<file path="src/hdl/interval_range_map_unit_macros.svh">
// Assertion helpers shared by the interval range map RTL.
`ifndef INTERVAL_RANGE_MAP_UNIT_MACROS_SVH
`define INTERVAL_RANGE_MAP_UNIT_MACROS_SVH

// Check that an expression holds at every clock edge out of reset.
`define IRM_ASSERT_ALWAYS(lbl, expr) \
  lbl: assert property (@(posedge clk_i) disable iff (!rst_ni) (expr)) \
    else $error("interval range map check failed");

// Check that a condition implies a consequence in the same cycle.
`define IRM_ASSERT_IMPL(lbl, ante, cons) \
  lbl: assert property (@(posedge clk_i) disable iff (!rst_ni) (ante) |-> (cons)) \
    else $error("interval range map check failed");

`endif

</file>
<file path="src/hdl/irm_pkg.sv">
// ----------------------------------------------------------------------------
// irm_pkg
// Shared types and constants of the interval range map.
// ----------------------------------------------------------------------------
`default_nettype none

package irm_pkg;

  localparam int TableEntries = 64;
  localparam int IdxW         = $clog2(TableEntries);
  localparam int CntW         = $clog2(TableEntries + 1);

  localparam logic [1:0] StatusDone  = 2'd0;
  localparam logic [1:0] StatusEmpty = 2'd1;
  localparam logic [1:0] StatusFull  = 2'd2;

  localparam logic CmdLookup = 1'b0;
  localparam logic CmdAssign = 1'b1;

  typedef struct packed {
    logic               command;
    logic signed [31:0] lookup_key;
    logic signed [31:0] range_begin;
    logic signed [31:0] range_end;
    logic [7:0]         new_value;
  } in_item_t;

  typedef struct packed {
    logic [7:0]      read_value;
    logic [1:0]      status;
    logic [CntW-1:0] entry_count;
  } out_item_t;

  // One boundary held by a cell.
  typedef struct packed {
    logic               vld;
    logic signed [31:0] key;
    logic [7:0]         val;
  } entry_t;

  typedef enum logic [1:0] {
    CELL_HOLD,
    CELL_TAKE_NEXT,
    CELL_TAKE_PREV,
    CELL_TAKE_INS
  } cell_op_e;

  typedef enum logic [2:0] {
    ST_IDLE,
    ST_CMP,
    ST_SEL,
    ST_DEC,
    ST_SHL,
    ST_INS_HI,
    ST_INS_LO,
    ST_DONE
  } state_e;

endpackage

`default_nettype wire

</file>
<file path="src/hdl/irm_cell.sv">
// ----------------------------------------------------------------------------
// irm_cell
// One boundary slot of the sorted table: holds an entry, compares it against
// two broadcast keys, takes a neighbor's entry on a shift or the new entry.
// ----------------------------------------------------------------------------
`default_nettype none

module irm_cell (
  input  wire logic               clk_i,
  input  wire logic               rst_ni,
  input  wire irm_pkg::cell_op_e  op_i,
  input  wire irm_pkg::entry_t    next_i,
  input  wire irm_pkg::entry_t    prev_i,
  input  wire irm_pkg::entry_t    ins_i,
  input  wire logic signed [31:0] key_a_i,
  input  wire logic signed [31:0] key_b_i,
  output irm_pkg::entry_t         ent_o,
  output logic                    lt_a_o,
  output logic                    le_b_o
);

  logic               vld_q, vld_d;
  logic signed [31:0] key_q, key_d;
  logic [7:0]         val_q, val_d;

  // Pick the source of the entry to be registered
  always_comb begin
    vld_d = vld_q;
    key_d = key_q;
    val_d = val_q;
    case (op_i)
      irm_pkg::CELL_TAKE_NEXT: begin
        vld_d = next_i.vld;
        key_d = next_i.key;
        val_d = next_i.val;
      end
      irm_pkg::CELL_TAKE_PREV: begin
        vld_d = prev_i.vld;
        key_d = prev_i.key;
        val_d = prev_i.val;
      end
      irm_pkg::CELL_TAKE_INS: begin
        vld_d = ins_i.vld;
        key_d = ins_i.key;
        val_d = ins_i.val;
      end
      default: begin
        vld_d = vld_q;
      end
    endcase
  end

  always_ff @(posedge clk_i or negedge rst_ni) begin
    if (!rst_ni) begin
      vld_q <= 1'b0;
    end else begin
      vld_q <= vld_d;
    end
  end

  always_ff @(posedge clk_i) begin
    key_q <= key_d;
    val_q <= val_d;
  end

  // Compare against the range keys
  assign lt_a_o = vld_q && (key_q < key_a_i);
  assign le_b_o = vld_q && (key_q <= key_b_i);

  assign ent_o = '{vld: vld_q, key: key_q, val: val_q};

endmodule

`default_nettype wire
</file>
<file path="config.mk">
export PLATFORM = sky130hd
export DESIGN_NAME = irm_cell
export DESIGN_NICKNAME = d
export VERILOG_FILES = /design/src/hdl/interval_range_map_unit_macros.svh /design/src/hdl/irm_pkg.sv /design/src/hdl/irm_cell.sv
export SDC_FILE = /design/constraint.sdc
export NUM_CORES = 1
export LEC_CHECK = 0
export ABC_AREA = 1
export BUFFER_PORTS_ARGS = -buffer_cell sky130_fd_sc_hd__buf_2
export CAP_MARGIN = 20
export CORE_UTILIZATION = 48
export DETAILED_ROUTE_END_ITERATION = 8
export PLACE_DENSITY = 0.85
export SETUP_SLACK_MARGIN = 0.05
export SLEW_MARGIN = 20
export SYNTH_ARGS = -nofsm -noshare
export SYNTH_HDL_FRONTEND = slang
export SYNTH_SLANG_ARGS = --single-unit
</file>
<file path="constraint.sdc">
create_clock -name clk_i -period 3.47 [get_ports clk_i]
set_input_delay 0 -clock clk_i [delete_from_list [all_inputs] [get_ports clk_i]]
set_output_delay 0 -clock clk_i [all_outputs]
set_load 0.005 [all_outputs]
</file>
==> run metrics, run 1 <==
Levels on crit path=6; Ys Warns=0; Cell Pwr Density=307 nW/um2; Largest delay share family, worst path=buffers and inverters; Area Overhead vs Synth=46.8%; status=finished with violations; Fin. Hold Viols=2; setup violators final=0; min-delay src=next_i[30]; Setup TNS=0 ns; CORE AREA=7410 um2; total global routing overflow=0; IO Count=234; Mapped Avg Cell Area=7.41 um2; Leak Pwr=3.16 nW; Reg2Reg Depth=2; CTS tree=built; failing checks=hold timing; Placed Instances=823; Critical Path RT=3.63 ns; Root Buffer Master=clkbuf_8; TritonCTS buffer count=5; Slew headroom=35.6%; initial antenna violation count=0; Port Buf Inserts=233; CP Capture Type=register; WHS Endpoint=key_q[22]; crit-path cells=buf_2 -> inv_2 -> nor2_4 -> nand2_1 -> nand3_1 -> dlygate4sd3_1; # rows=31; CP max stage delay=0.88 ns; clk_lat worst skew=0.28 ns; Hold Slack=-0.0117 ns; min Tclk post-route=2.75 ns; H-tree Lvls=2; Max VDD drop=216 uV; Resized Gates After CTS=0; vias in the first global route=4684; pre-CTS setup slack=0.995 ns; Global Route Usage Sum=31.4%; placed wire-length estimate=9790 um; routed wire length=13300 um; Worst setup SP type=input port; Yosys reg bits=41; ANT cells=0; unrepaired setup endpoints after global routing=no; Die Wd=90.7 um; DR vias=4663; Initial Utilization=50.9%; Min-Delay Path Class=in -> reg; launch point of the worst reg-to-reg path=vld_q; most frequent cells in the layout=buf_2, nand2_1, nand3_1; Final GP Congestion=0.897; mean routed wirelength per cell=15.2 um; Clock Skew=0 ns; leading cell type in the layout, fill and taps excluded=buf_2; Slowest cell on crit path=nor2_4; largest net degree at the start of global routing=44; Die Area=8220 um2; Bufs on Longest Clock Path=2; DRT Pass-1 Iters=5; maxcap violations=0; DRC=0; final worst slack=0.718 ns; worst-path fanout max=43; Slew Viols, Final=0; Buf/Inv on CP=3; Distinct cells, synth=26; nets=1028; clock slew seen by the registers of the worst setup and hold paths=0.09 ns; Synth Instances=509; Vias per Instance=5.34; data arrival time of the worst path=2.91 ns; Post-Syn Area=3770 um2; post-route ant nets=0; Hold Path Stages=3; WS Path Type=in -> reg; Seq/Total Area, Yosys=32.5%; layout cells sized above 1=32.5%; Finished Layout Cells=874; RR Endpoint=vld_q; FF-to-FF setup slack=2.73 ns; Tcrit/Tclk final=79.3%; Tightest Pin Transition=0.964 ns; TritonCTS Sinks=41; global-route wire length before repair=20700 um; syn nets=763; drt initial violations=190; Die Ht=90.7 um; overall power=0.00170 W; post-CTS setup repair buffer count=0; fmax=363 MHz
where the power goes:
group | switching (W) | internal (W)
Sequential | 0.0000587 | 0.000616
Combinational | 0.000322 | 0.000308
Clock | 0.000176 | 0.000216
synthesized netlist by cell type:
cell	n	share of area, %
a21o_1	3	0.60
a21oi_1	28	3.7
a21oi_2	1	0.23
a31oi_1	1	0.17
buf_2	5	0.66
buf_4	1	0.20
clkbuf_1	13	1.3
clkinv_1	1	0.099
dfrtp_1	1	0.66
edfxtp_1	40	32
ha_1	63	21
inv_1	77	7.7
inv_2	3	0.30
nand2_1	141	14
nand2_2	2	0.33
nand2_4	1	0.30
nand3_1	88	12
nand4_1	6	0.99
nor2_1	23	2.3
nor2_2	1	0.17
nor3_1	1	0.13
nor4_4	1	0.56
o21a_1	1	0.20
o21a_2	1	0.23
o21ai_0	5	0.66
o21ai_1	1	0.13
worst min-delay path: stages:
cell,delay [ns]
buf_2,0.07
nand2_1,0.04
nand3_1,0.06
repair_timing:
item / 4_1_cts / 5_1_grt
endpoints found under the hold margin: 32 / 1
hold buffers: 42 / 1
setup endpoints to repair: 0 / 0
sequential cells by signal (all words and copies together) (netlist names):
| name | count |
|---|---|
| val_q | 8 |
| key_q | 32 |
| vld_q | 1 |
worst max path at each step:
stage / start / to / slack, ns
floorplan: key_q[31] / le_b_o / 1.97
global placement: op_i[1] / vld_q / 1.13
detailed placement: op_i[1] / vld_q / 1.0
CTS: op_i[1] / val_q[2] / 0.81
global route: op_i[1] / key_q[19] / 0.54
finish: op_i[1] / val_q[0] / 0.72
cell type report:
cell class	count	area, um2
well taps	99	124
clock buffers	6	72.6
multi-input cells	368	2170
inverters	81	304
flip-flops and latches	41	1230
clock inverters	2	38.8
fillers	581	1870
repair buffers	277	1600
routing by layer:
metal	wire length (um)	vias to the layer above	part of all wire [%]	track usage (%)
met5	0	-	0	0
met4	429	0	3.2	13.4
met3	928	42	7.0	3.79
met2	6910	290	52	59.1
met1	4990	2117	38	35.1
li1	-	2214	-	-
kinds of logic (layout without fill, tap and decap cells):
kind of cell / after synthesis / in the layout / synth area share (%)
and+or+nand+nor: 264 / 264 / 30.5
adders and majority gates: 63 / 63 / 20.9
AOI/OAI and AO/OA: 41 / 41 / 5.93
DFF: 41 / 41 / 32.5
buffers and inverters: 100 / 366 / 10.2
metrics by stage:
step,area (um2),utilization (%)
6_report,5540,74.8
5_1_grt,5540,74.8
4_1_cts,5530,74.6
3_5_place_dp,5000,67.5
3_3_place_gp,5000,67.5
2_1_floorplan,3770,-
No activity file was read; power rests on OpenSTA's default activity.
==> inputs of run 2 (changes only) <==
- CORE_UTILIZATION: 48 -> 40
- PLACE_DENSITY: 0.85 -> 0.76
- clock period: 3.47 -> 2.5 ns (I/O delays scaled with it)
==> run metrics, run 2 (synthesized netlist as in run 1, its figures left out) <==
Bufs on Longest Clock Path=2; Tcrit/Tclk final=81.8%; CP Capture Type=output port; maxcap violations=0; Buf/Inv on CP=2; placed wire-length estimate=9590 um; most frequent cells in the layout=buf_2, nand2_1, nand3_1; Vias per Instance=4.90; pre-CTS setup slack=0.775 ns; DR vias=4348; CP max stage delay=0.43 ns; final worst slack=0.455 ns; layout cells sized above 1=33.0%; unrepaired setup endpoints after global routing=no; ANT cells=0; routed wire length=12200 um; Port Buf Inserts=233; Die Wd=99.1 um; WHS Endpoint=key_q[5]; Leak Pwr=3.16 nW; Global Route Usage Sum=24.2%; drt initial violations=152; post-route cell area=5560 um2; status=completed; nets=1029; CTS tree=built; global-route wire length before repair=18700 um; Largest Register=key_q; initial antenna violation count=0; Reg2Reg Depth=3; DRC=0; mean routed wirelength per cell=13.8 um; Tightest Pin Transition=0.920 ns; Slowest cell on crit path=edfxtp_1; Worst setup SP type=register; Clock Skew=0 ns; TritonCTS buffer count=5; Final GP Congestion=0.853; Setup TNS=0 ns; Hold Path Stages=3; Initial Utilization=41.0%; post-route ant nets=0; Root Buffer Master=clkbuf_8; Min-Delay Path Class=in -> reg; filler instances=807; number of flip-flops in the largest register=32; Area Overhead vs Synth=47.2%; fmax=489 MHz; Top Registers=key_q: 32 flops, val_q: 8 flops, vld_q: 1 flops; crit-path cells=ha_1 -> nand2_2 -> nor2_2 -> nand2_2 -> nor4_4 -> nand2_1 -> nand2_1 -> nand2_1 -> nand3_1 -> nand2_1 -> inv_1 -> buf_2; data arrival time of the worst path=2.04 ns; RR Endpoint=vld_q; Die Area=9830 um2; DRT Pass-1 Iters=7; vias in the first global route=4260; FF-to-FF setup slack=1.20 ns; Largest delay share family, worst path=simple AND/OR/NAND/NOR gates; clock slew seen by the registers of the worst setup and hold paths=0.09 ns; post-CTS setup repair buffer count=0; Max VDD drop=191 uV; Slew headroom=38.5%; launch point of the worst reg-to-reg path=vld_q; CP dominant cell by count=nand2_1; IO Count=234; CORE AREA=9200 um2; # rows=35; Area after DPL=5030 um2; Slew Viols, Final=0; clk_lat worst skew=0.29 ns; post-layout util=60.4%; min-delay src=prev_i[13]; total global routing overflow=0; leading cell type in the layout, fill and taps excluded=buf_2; Critical Path RT=2.50 ns; Die Ht=99.1 um; overall power=0.00234 W; Fin. Hold Viols=0; setup violators final=0; TritonCTS Sinks=41; WS Path Type=reg -> out; Cell Pwr Density=422 nW/um2; H-tree Lvls=2; min Tclk post-route=2.04 ns; largest net degree at the start of global routing=42; worst-path fanout max=4
-- run 2: cell types whose count changed in the layout (fill, tap and decap cells not counted), sizes merged --
cell	delta
buf	+3
dlygate4sd3	-2
clkbuf	-1
clkinv	-1
clkinvlp	+1
inv	+1
-- run 2: timing repair --
action / 4_1_cts / 5_1_grt
endpoints found under the hold margin: 27 / 0
resized for setup: 0 / 0
hold buffers: 41 / 0
-- run 2: worst reg2reg max path: cells and delay by family, from the launching register on --
family | cells | cell delay, ns
and+or+nand+nor | 1 | 0.08
buffers and inverters | 1 | 0.56
AOI/OAI and AO/OA | 1 | 0.17
DFF | 1 | 0.45
-- run 2: area by class of cell --
cell class                      count  area [um2]  share of cell area, %
Clock buffer                        5        68.8                   1.24
Clock inverter                      3        41.3                  0.743
Inverter                           81         304                   5.47
Multi-Input combinational cell    368        2170                   39.1
Sequential cell                    41        1230                   22.1
Tap cell                          111         139                   2.50
Timing Repair Buffer              278        1610                   28.9
-- run 2: through the flow --
stage | instances | hold WS (ns)
after floorplan | 509 | -0.296
after global placement | 838 | -0.224
after detailed placement | 838 | -0.220
after CTS | 887 | 0.000650
after global routing | 887 | 0.000443
final | 887 | 0.00407
-- run 2: routing by layer --
layer | up-vias | track usage [%] | wire length, um
li1 | 2213 | - | -
met1 | 1941 | 28.2 | 5070
met2 | 164 | 44.9 | 6170
met3 | 30 | 3.23 | 610
met4 | 0 | 9.28 | 363
met5 | - | 0 | 0
-- run 2: worst max path at each step --
| stage | to | slack, ns | from | depth (start not counted) |
|---|---|---|---|---|
| detailed placement | le_b_o | 0.77 | key_q[31] | 12 |
| floorplan | le_b_o | 1.00 | key_q[31] | 11 |
| CTS | le_b_o | 0.45 | key_q[31] | 12 |
| global placement | le_b_o | 0.84 | key_q[6] | 14 |
| global route | le_b_o | 0.26 | key_q[31] | 12 |
| finish | le_b_o | 0.46 | key_q[31] | 12 |
-- run 2: power by group --
part / internal [W] / total (W) / leakage, nW / switching, W
sequential: 0.000855 / 0.000920 / 0.424 / 0.0000653
combinational: 0.000431 / 0.000875 / 2.69 / 0.000444
clock: 0.000295 / 0.000550 / 0.0518 / 0.000255
total: 0.00158 / 0.00234 / 3.16 / 0.000764
==> inputs of run 3 (changes only) <==
- CORE_UTILIZATION: 40 -> 44
- PLACE_DENSITY: 0.76 -> 0.79
- clock period: 2.5 -> 2.02 ns (I/O delays scaled with it)
==> run metrics, run 3 (synthesized netlist as in run 1, its figures left out) <==
drt initial violations=122; Root Buffer Master=clkbuf_8; Slew headroom=66.5%; status=completed; DRC=0; fmax=508 MHz; Bufs on Longest Clock Path=2; Slew Viols, Final=0; CP Capture Type=output port; number of flip-flops in the largest register=32; Tcrit/Tclk final=97.4%; Die Area=8950 um2; TritonCTS buffer count=5; mean routed wirelength per cell=14.4 um; total global routing overflow=0; post-route ant nets=0; Tightest Pin Transition=0.503 ns; ANT cells=0; Final GP Congestion=0.846; Leak Pwr=3.19 nW; Area after DPL=5060 um2; global-route wire length before repair=18900 um; Largest Register=key_q; Die Wd=94.6 um; Port Buf Inserts=233; WS Path Type=reg -> out; Critical Path RT=2.02 ns; CTS tree=built; largest net degree at the start of global routing=42; Fin. Hold Viols=0; Vias per Instance=5.07; setup violators final=0; Min-Delay Path Class=in -> reg; Die Ht=94.6 um; TritonCTS Sinks=41; Clock Skew=0 ns; worst-path fanout max=3; overall power=0.00302 W; placed wire-length estimate=9630 um; layout cells sized above 1=36.3%; min Tclk post-route=1.97 ns; DRT Pass-1 Iters=6; Hold Slack=0.00272 ns; initial antenna violation count=0; clk_lat worst skew=0.29 ns; routed wire length=12800 um; most frequent cells in the layout=buf_2, nand2_1, nand3_1; unrepaired setup endpoints after global routing=yes; H-tree Lvls=2; data arrival time of the worst path=1.97 ns; Cell Pwr Density=522 nW/um2; Initial Utilization=45.7%; nets=1033; IO Count=234; Global Route Usage Sum=27.6%; maxcap violations=0; Top Registers=key_q: 32 flops, val_q: 8 flops, vld_q: 1 flops; # rows=33; Max VDD drop=270 uV; clock slew seen by the registers of the worst setup and hold paths=0.09 ns; Worst setup SP type=register; DR vias=4483; post-route cell area=5790 um2; CORE AREA=8260 um2; leading cell type in the layout, fill and taps excluded=buf_2; filler instances=659; vias in the first global route=4343; Area Overhead vs Synth=53.4%
## run 3: cell count changes in the layout (fill, tap and decap cells not counted), sizes merged
cell    before  now
buf        237  241
clkinv       2    3
inv         80   79
## run 3: per-layer routing
metal  up-vias  GRT usage (%)  routed length (um)  share of wire (%)
li1       2222              -                   -                  -
met1      2012           29.2                5010                 39
met2       202           52.5                6600                 52
met3        47           4.75                 669                5.2
met4         0           12.5                 493                3.9
met5         -              0                   0                  0
## run 3: final timing paths
kind | startpoint | end | slack, ns | depth (start not counted)
min in group asynchronous | rst_ni | vld_q | 0.06 | 2
max in group asynchronous | rst_ni | vld_q | 1.88 | 2
min | next_i[9] | key_q[1] | 0.003 | 3
min reg2reg | vld_q | vld_q | 1.21 | 3
max | key_q[9] | le_b_o | 0.05 | 14
max reg2reg | vld_q | vld_q | 0.73 | 3
## run 3: timing repair
item                                    CTS  global route
pin swaps                                 2             9
endpoints found under the setup margin    2             2
setup buffers                             1             0
hold buffers                             41             0
resized for setup                         5            24
hold endpoints to repair                 25             0
## run 3: final cells by class
class | count | area, um2 | share of cell area, %
multi-input combinational | 368 | 2370 | 40.9
clock inverter | 3 | 41.3 | 0.713
clock buffer | 5 | 68.8 | 1.19
sequential | 41 | 1230 | 21.2
inverter | 81 | 304 | 5.25
timing repair buffer | 282 | 1650 | 28.5
tap | 105 | 131 | 2.27
## run 3: stage by stage
stage	utilization (%)	instances	worst slack, ns	setup TNS (ns)
after CTS	68.2	885	0.0248	0
after global placement	61.3	835	0.373	0
after detailed placement	61.3	835	0.303	0
after global routing	70.1	885	-0.0929	-0.183
final	70.1	885	0.0530	0
after floorplan	-	509	0.521	0
## run 3: worst max-delay path: stages (launching register included)
cell	delay (ns)
edfxtp_1	0.43
ha_1	0.31
nand2_1	0.08
nand2_1	0.06
nand3_1	0.08
nand2_1	0.07
a21oi_2	0.14
nand2_2	0.08
nand2_2	0.06
nand2_1	0.04
nand2_1	0.06
nand3_1	0.06
nand2_1	0.06
inv_1	0.03
buf_2	0.12
## run 3: power breakdown
group	switching (W)	internal (W)	leakage (nW)	total, W
clock network	0.000312	0.000364	0.0518	0.000677
logic	0.000590	0.000598	2.71	0.00119
registers	0.0000978	0.00106	0.424	0.00116
total	0.00100	0.00202	3.19	0.00302
